File: src/rtl/core/smpq_pkg.sv
// shared types and constants for the sorted min-priority queue
`default_nettype none

package smpq_pkg;

  // default sizes
  localparam int DEPTH_DEF       = 256;
  localparam int KEY_BITS_DEF    = 32;
  localparam int HANDLE_BITS_DEF = 10;

  // capacity register
  localparam int                CAP_BITS  = 9;
  localparam logic [CAP_BITS-1:0] CAP_RESET = 9'd256;

  // request codes
  localparam logic REQ_ENQ = 1'b0;
  localparam logic REQ_DEQ = 1'b1;

  // result status codes
  typedef enum logic [1:0] {
    ST_OK    = 2'd0,
    ST_FULL  = 2'd1,
    ST_EMPTY = 2'd2
  } smpq_status_t;

  // per-cycle command broadcast to every cell
  typedef struct packed {
    logic enq;
    logic deq;
  } smpq_op_t;

  // position flags handed from a cell to its right neighbor
  typedef struct packed {
    logic le;     // occupied and new key <= stored key
    logic atpos;  // insert position is at or left of this cell
  } smpq_link_t;

endpackage

`default_nettype wire

File: src/rtl/core/smpq_cell.sv
// one storage cell of the sorted queue chain
`default_nettype none

module smpq_cell
  import smpq_pkg::*;
#(
  parameter int IDX         = 0,
  parameter int CNT_W       = 9,
  parameter int KEY_BITS    = KEY_BITS_DEF,
  parameter int HANDLE_BITS = HANDLE_BITS_DEF
) (
  input  wire                    clk,
  input  smpq_op_t               op,
  input  wire  [CNT_W-1:0]       count,
  input  wire  [KEY_BITS-1:0]    new_key,
  input  wire  [HANDLE_BITS-1:0] new_handle,
  input  smpq_link_t             left_link,
  input  wire  [KEY_BITS-1:0]    left_key,
  input  wire  [HANDLE_BITS-1:0] left_handle,
  input  wire  [KEY_BITS-1:0]    right_key,
  input  wire  [HANDLE_BITS-1:0] right_handle,
  output smpq_link_t             link,
  output logic [KEY_BITS-1:0]    key,
  output logic [HANDLE_BITS-1:0] handle
);

  logic [KEY_BITS-1:0]    key_r;
  logic [KEY_BITS-1:0]    key_nxt;
  logic [HANDLE_BITS-1:0] handle_r;
  logic [HANDLE_BITS-1:0] handle_nxt;
  logic                   occ;
  logic                   gt;

  assign occ = (CNT_W'(IDX) < count);
  assign gt  = occ && (new_key < key_r);

  assign link.le    = occ && (new_key <= key_r);
  // keys are sorted, so le of the left neighbor puts the slot at or left of here
  assign link.atpos = left_link.le || gt || !occ;

  always_comb begin
    key_nxt    = key_r;
    handle_nxt = handle_r;
    priority if (op.enq) begin
      if (left_link.atpos) begin
        key_nxt    = left_key;
        handle_nxt = left_handle;
      end else if (link.atpos) begin
        key_nxt    = new_key;
        handle_nxt = new_handle;
      end
    end else if (op.deq) begin
      key_nxt    = right_key;
      handle_nxt = right_handle;
    end
  end

  always_ff @(posedge clk) begin
    key_r    <= key_nxt;
    handle_r <= handle_nxt;
  end

  assign key    = key_r;
  assign handle = handle_r;

endmodule

`default_nettype wire

File: config.mk
export PLATFORM = sky130hd
export DESIGN_NAME = smpq_cell
export DESIGN_NICKNAME = d
export VERILOG_FILES = /design/src/rtl/core/smpq_pkg.sv /design/src/rtl/core/smpq_cell.sv
export SDC_FILE = /design/constraint.sdc
export NUM_CORES = 1
export LEC_CHECK = 0
export BUFFER_PORTS_ARGS = -buffer_cell sky130_fd_sc_hd__buf_2
export CAP_MARGIN = 20
export CORE_ASPECT_RATIO = 0.75
export CORE_MARGIN = 2
export CORE_UTILIZATION = 44
export DETAILED_ROUTE_END_ITERATION = 10
export PLACE_DENSITY = 0.81
export SYNTH_ARGS = -nofsm -noshare
export SYNTH_HDL_FRONTEND = slang
export SYNTH_SLANG_ARGS = --single-unit
File: constraint.sdc
create_clock -name clk -period 5.71 [get_ports clk]
set_input_delay 0.8565 -clock clk [delete_from_list [all_inputs] [get_ports clk]]
set_output_delay 0.8565 -clock clk [all_outputs]
set_load 0.02 [all_outputs]
## Yosys cells after proc, flatten, opt, wreduce, memory -nomap -nowiden

Index checks and enable logic that the tools add are counted.

- Register bits: 42
- Bits in latches: 0
- Bits in writable memories: 0
- Memory bits (read-only): 0
- Input port bits: 140
- Output and inout port bits: 44
- Logic and storage cells: 21
- Memories kept: 0

- Add/subtract/negate cells: 0
- Multiply operators: 0
- Divide/modulo/power cells: 0
- Magnitude comparators: 3
- Eq/ne operators: 1
- Shift operators: 0
- Mux-type cells: 8
- Bitwise operators: 0
- Reductions and logical operators: 7

Operators with widths:

| cell | count |
|---|---|
| two-way mux 32 bit | 4 |
| two-way mux 10 bit | 4 |
| <= comparator 32 bit | 1 |
| < comparator 32 bit | 1 |
| < comparator 1 x 9 -> 1 bit, first input constant | 1 |
| inequality test 3 x 1 -> 1 bit, second input constant | 1 |
| logical AND 1 bit | 2 |
| logical OR 1 bit | 2 |
| AND reduction 2 bit | 1 |
| nonzero test 2 bit | 1 |
| zero test 1 bit | 1 |

## Longest topological paths before layout

Gate-level depths: netlist of run 1.

- Word-level depth: 7
- Mapped depth: 7
- Gate-level depth less buffers: 7

## Least setup slack after synthesis of run 1

OpenSTA, ideal clock, no wires.

- Path type: input to register
- Start: in new_key[14]
- End: reg handle_r[0], in the netlist handle[0], enable pin
- Data arrival time: 4.744 ns
- Required time: 5.217 ns
- Setup slack: 0.472 ns
- Stages on the path: 6
- Path buffers: 0
- Cell sequence: ha_1 -> a21oi_1 -> nand2_1 -> a221oi_1 -> a31oi_1 -> nor3_1

- Cells in the longest elaborated chain, start to end: 6

Ends and longest elaborated chain:

| what | RTL line | text |
|---|---|---|
| from (decl) | smpq_cell.sv:15 | `input wire [KEY_BITS-1:0] new_key,` |
| < comparator 32 bit | smpq_cell.sv:35 | `assign gt = occ && (new_key < key_r);` |
| logical AND 1 bit | smpq_cell.sv:35 |  |
| logical OR 1 bit (2 in a row) | smpq_cell.sv:39 | `assign link.atpos = left_link.le \|\| gt \|\| !occ;` |
| inequality test 3 x 1 -> 1 bit (no source line) | n/a |  |
| AND reduction 2 bit (no source line) | n/a |  |
| to (signal assigned) | smpq_cell.sv:60 | `handle_r <= handle_nxt;` |
| to (decl) | smpq_cell.sv:29 | `logic [HANDLE_BITS-1:0] handle_r;` |

Every way passes these cells.
A chain may end at the register's enable or synchronous reset.

==> results of run 1 <==
per-layer routing:
metal / GRT usage, % / vias up / routed length, um
met2: 41.2 / 123 / 4320
met3: 6.27 / 8 / 664
met5: 0 / - / 0
met1: 25.5 / 1388 / 3410
li1: - / 1494 / -
met4: 5.21 / 0 / 91
logic make-up after synthesis:
logic type / count (synthesis) / share of synthesized area (%)
and+or+nand+nor: 80 / 12.5
DFF: 42 / 41.6
muxes: 42 / 13.9
adders and majority gates: 32 / 13.2
AOI/OAI and AO/OA: 71 / 12.6
buffers and inverters: 49 / 6.31
flip-flops by register name (all words and copies together), names as in the netlist:
| signal | flops |
|---|---|
| handle | 10 |
| key | 32 |
area by class of cell:
cell class | instances | area [um2] | area share, %
inverters | 35 | 131 | 3.15
flip-flops and latches | 42 | 1260 | 30.3
well taps | 84 | 105 | 2.52
repair buffers | 187 | 946 | 22.7
clock buffers | 5 | 68.8 | 1.65
clock inverters | 3 | 63.8 | 1.53
diodes | 1 | 2.50 | 0.0601
multi-input cells | 225 | 1590 | 38.1
synth_stat cells:
library cell	number	share of area, %
nor2_1	47	5.8
a31oi_1	3	0.62
buf_2	6	0.99
nor4_1	1	0.21
buf_1	2	0.25
a22oi_1	1	0.25
nor3_1	3	0.49
nand3_1	5	0.82
mux2i_1	42	14
nor4_2	1	0.41
o21ai_1	3	0.49
clkbuf_1	6	0.74
a221oi_1	1	0.29
a21o_1	1	0.25
ha_1	32	13
nand2b_1	1	0.21
o21ai_2	1	0.29
edfxtp_1	42	42
nand4_1	5	1.0
nor2b_1	1	0.21
nand4_2	2	0.82
o21ai_0	4	0.66
a221oi_2	1	0.49
inv_1	35	4.3
nand2b_2	1	0.29
a21oi_1	56	9.2
nor4_4	1	0.70
nand2_1	12	1.5
cell usage in the layout, fill, tap and decap left out, drive strengths merged:
cell type	n
a21o	1
a21oi	56
a221oi	2
a22oi	1
a31oi	3
buf	187
bufinv	2
clkbuf	5
clkinv	1
diode	1
edfxtp	42
ha	32
inv	35
mux2i	42
nand2	12
nand2b	2
nand3	5
nand4	7
nor2	47
nor2b	1
nor3	3
nor4	3
o21ai	8
power by group through the flow:
stage	combinational [mW]	sequential, mW	clock (mW)
finish	0.279	0.391	0.278
global route	0.310	0.395	0.296
CTS	0.282	0.392	0.284
detailed placement	0.280	0.398	0
global placement	0.272	0.397	0
floorplan	0.126	0.438	0
path summary, 6_finish.rpt:
check                        from         to  slack [ps]  depth (start not counted)
setup / recovery      new_key[11]    link[0]        2330                          8
hold / removal    right_handle[4]  handle[4]         880                          3
setup reg to reg          key[14]     key[6]        3260                          8
hold reg to reg           key[15]     key[2]        1280                          6
per-stage QoR:
step / std cells / setup slack [ps]
6_report: 582 / 2330
5_1_grt: 581 / 2200
4_1_cts: 581 / 2320
3_5_place_dp: 573 / 2340
3_3_place_gp: 573 / 2380
2_1_floorplan: 316 / 472
worst reg2reg max path: stages, from the launching register on:
cell and delay [ps]:
edfxtp_1 410, inv_1 80, ha_1 250, a21oi_1 180, nand2_1 70, a221oi_1 400, a31oi_1 160, nor3_2 200
buf_4 360
==> flow_metrics.py, run 1 <==
metrics = {
    "status": {
        "status": "completed",
    },
    "power": {
        "finalPower_uw": 948,
        "combPwrFrac_pct": 29.4,
        "p_leak_nw": 2.18,
        "peakVddDrop_uv": 140,
        "internal_power_uw": 667,
        "powerDensity_nw_per_um2": 228,
        "p_sw_share_pct": 29.6,
        "seq_power_share_pct": 41.2,
        "clkPwrFrac_pct": 29.4,
        "p_sw_uw": 281,
    },
    "layout": {
        "fin_util_pct": 61.9,
        "fillers": 589,
        "fin_nets": 668,
        "area_delta_synth_final_pct": 37.3,
        "layout-drive-gt1-share_pct": 40.6,
        "final_area_um2": 4170,
    },
    "clock_network": {
        "cts_resized": 0,
        "root_buffer": "clkbuf_8",
        "cts-htree-levels": 2,
        "path_clk_slew_ps": 90,
        "clock_path_buffers": 2,
        "post_cts_buffers": 0,
        "clk_latency_ps": 290,
        "cts_tree": "done",
        "cts.sinks": 42,
        "hold_buffers": 0,
        "cts_buffers": 5,
    },
    "synthesis": {
        "synth_cell_types": 28,
        "synthCells": 316,
        "synth_fp_nets": 488,
        "synth-seq-area-share_pct": 41.6,
        "synth.yosys.warnings": 0,
        "avgSynthCellArea_um2": 9.60,
        "ys_ff_latch": 42,
        "syn_area_um2": 3030,
    },
    "grt": {
        "first_global_vias": 3039,
        "grt_pass1_wl_mm": 13.5,
        "antenna_found_initial": 0,
        "globalRoute.totalOverflow": 0,
        "grt_max_degree": 86,
        "grtUsageTotal_pct": 22.4,
    },
    "critical_path": {
        "arrival_ps": 2520,
        "worstPathMaxFanout": 3,
        "cp-end-kind": "output pin",
        "crit_top_cell": "buf_2",
        "worstSetupPathType": "input port to output pin",
        "path_delay_family": "simple AND/OR/NAND/NOR gates",
        "slowest_stage": "nor4_4",
        "crit_buf_inv": 2,
        "cp.required_ps": 4850,
        "max_stage_delay_ps": 370,
        "start_kind": "input port",
        "crit_path_cell_trace": "buf_2 -> ha_1 -> nand4_1 -> nor4_4 -> o21ai_2 -> a31oi_1 -> o21ai_1 -> buf_2",
    },
    "timing": {
        "post-route-min-period_ps": 3380,
        "rsz0062_at_grt": "no",
        "maxSlewViolCount": 0,
        "clock_skew_ps": 11.9,
        "setup_viol": 0,
        "fin_crit_sh_pct": 59.2,
        "hold_viol": 0,
        "hold_ws_ps": 883,
        "maxSlewHeadroom_pct": 45.3,
        "fin_setup_tns_ps": 0,
        "fmax_mhz": 296,
        "tightest_slew_ps": 821,
    },
    "die": {
        "core_um2": 6730,
        "die_y_um": 75.9,
        "die_w_um": 99.9,
        "die_area_um2": 7580,
        "row_count": 26,
        "ios": 184,
        "start_util_pct": 45.1,
    },
    "drt": {
        "dr.pass1.iters": 4,
        "vias_per_cell": 5.18,
        "drt_iter0_markers": 80,
        "routed_wl_mm": 8.49,
        "wl_per_cell_um": 14.6,
        "antenna_left": 0,
        "drc": 0,
        "vias": 3013,
    },
    "placement": {
        "io_buffers": 183,
        "place_congestion": 0.794,
        "postPlaceCellArea_um2": 4030,
        "hpwlAfterDp_mm": 6.77,
    },
    "flow_run": {
        "timing.max_cap.violations": 0,
    },
    "worst_hold_path": {
        "hold_class": "input port to flip-flop",
    },
}
Power figures use the tool's default switching activity.
==> inputs of run 2 (changes only) <==
- CORE_UTILIZATION: 44 -> 40
- PLACE_DENSITY: 0.81 -> 0.78
- clock period: 5.71 -> 2.8 ns (I/O delays scaled with it)
==> run 2 against run 1 <==
Sequential share of layout area is 0.65 points lower. Combinational power is 110% higher. Routed wire length rose by 1.4%. Cell count increased by 3.1%. Sequential cell count is the same. Global-route usage down 1.6 points. First-iteration DRC count is 13% higher.
==> flow_metrics.py, run 2 (synthesized netlist as in run 1, its figures left out) <==
metrics = {
    "drt": {
        "vias": 2983,
        "antenna_left": 0,
        "wl_per_cell_um": 14.3,
        "drt_iter0_markers": 90,
        "dr.pass1.iters": 4,
        "drc": 0,
        "routed_wl_mm": 8.60,
        "vias_per_cell": 4.97,
    },
    "layout": {
        "top_register": "key",
        "fin_util_pct": 58.1,
        "antenna_cells": 0,
        "final_common_cell": "buf_2",
        "fin_nets": 670,
        "fin_cells": 600,
        "area_delta_synth_final_pct": 40.3,
        "largest_reg_flops": 32,
        "layout-drive-gt1-share_pct": 42.5,
        "fillers": 647,
        "most-common-layout-cells": "183 x buf_2, 55 x a21oi_1, 47 x nor2_1, 42 x mux2i_1, 42 x edfxtp_1",
    },
    "grt": {
        "antenna_found_initial": 0,
        "use_met2_pct": 36.5,
        "grtUsageTotal_pct": 20.8,
        "grt_max_degree": 63,
        "globalRoute.totalOverflow": 0,
        "grt.met1_usage_pct": 24.6,
        "grt_pass1_wl_mm": 13.7,
        "first_global_vias": 3045,
        "grt-busiest-layer": "met2",
        "grt_util_met3_pct": 5.71,
    },
    "timing": {
        "maxSlewViolCount": 0,
        "maxSlewHeadroom_pct": 63.2,
        "post-route-min-period_ps": 2660,
        "setup_viol": 0,
        "rsz0062_at_grt": "no",
        "hold_viol": 0,
        "fmax_mhz": 375,
        "layout_setup_ws_ps": 136,
        "fin_crit_sh_pct": 95.2,
        "clock_skew_ps": 8.51,
        "tightest_slew_ps": 551,
    },
    "placement": {
        "place_congestion": 0.864,
        "pre_cts_slack_ps": 283,
        "io_buffers": 183,
        "hpwlAfterDp_mm": 6.95,
        "dp_cells": 591,
    },
    "die": {
        "ios": 184,
        "core_um2": 7330,
        "die_y_um": 79.4,
        "die_w_um": 105,
        "row_count": 27,
        "die_area_um2": 8310,
        "start_util_pct": 41.4,
    },
    "power": {
        "p_leak_nw": 2.20,
        "powerDensity_nw_per_um2": 438,
        "peakVddDrop_uv": 214,
        "finalPower_mw": 1.86,
    },
    "clock_network": {
        "root_buffer": "clkbuf_8",
        "clk_latency_ps": 290,
        "hold_buffers": 0,
        "cts-htree-levels": 2,
        "cts.sinks": 42,
        "clock_path_buffers": 2,
        "path_clk_slew_ps": 80,
        "cts_buffers": 5,
        "cts_tree": "done",
    },
    "status": {
        "status": "completed",
    },
    "critical_path": {
        "cp-end-kind": "output pin",
        "arrival_ps": 2240,
        "worstPathMaxFanout": 3,
        "start_kind": "flip-flop",
        "worstSetupPathType": "flip-flop to output pin",
        "cp.required_ps": 2380,
    },
    "worst_hold_path": {
        "hold_class": "input port to flip-flop",
    },
    "flow_run": {
        "timing.max_cap.violations": 0,
    },
}
## run 2: cell count changes in the layout (fill, tap and decap cells not counted), sizes merged
cell,before,now
bufinv,2,1
buf,187,189
clkinv,1,2
diode,1,0
## run 2: worst paths after layout
check         endpoint       startpoint  slack, ps  depth (start not counted)
max            link[0]          key[15]        140                          8
min          handle[5]  right_handle[5]        440                          3
max reg2reg    key[16]          key[27]        400                          8
min reg2reg     key[0]          key[31]       1310                          6
## run 2: timing repair
item | in CTS | in global routing
buffers inserted | 0 | 1
gates resized for setup | 0 | 5
endpoints found under the setup margin | 0 | 2
## run 2: per-layer routing
metal / share of wire [%] / vias to the layer above
met4: 2.1 / 0
li1: - / 1497
met3: 7.8 / 15
met1: 43 / 1339
met2: 47 / 132
met5: 0 / -
## run 2: layout make-up
cell class	instances	area (um2)	share of cell area, %
inverter	35	131	3.09
clock buffer	5	68.8	1.62
clock inverter	3	40.0	0.941
timing repair buffer	189	973	22.9
multi-input combinational	225	1660	38.9
sequential	42	1260	29.6
tap	101	126	2.97
## run 2: worst max-delay path: stages, from the launching register on
cell      delay [ps]
edfxtp_1         370
inv_1             50
ha_1             360
nand4_2          170
nor4_4           370
o21ai_2          130
a31oi_4          190
o21ai_1          120
buf_2            200
## run 2: per-stage QoR
stage | area [um2] | hold slack [ps] | setup TNS [ps]
after floorplan | 3070 | 645 | -5060
after global placement | 4110 | 740 | 0
after detailed placement | 4110 | 743 | 0
after CTS | 4210 | 426 | 0
after global routing | 4260 | 438 | 0
final | 4260 | 440 | 0
## run 2: report_power, final
group	total (mW)	internal [mW]	switching [mW]
clock	0.473	0.263	0.210
sequential	0.800	0.771	0.0290
combinational	0.590	0.247	0.343
total	1.86	1.28	0.582
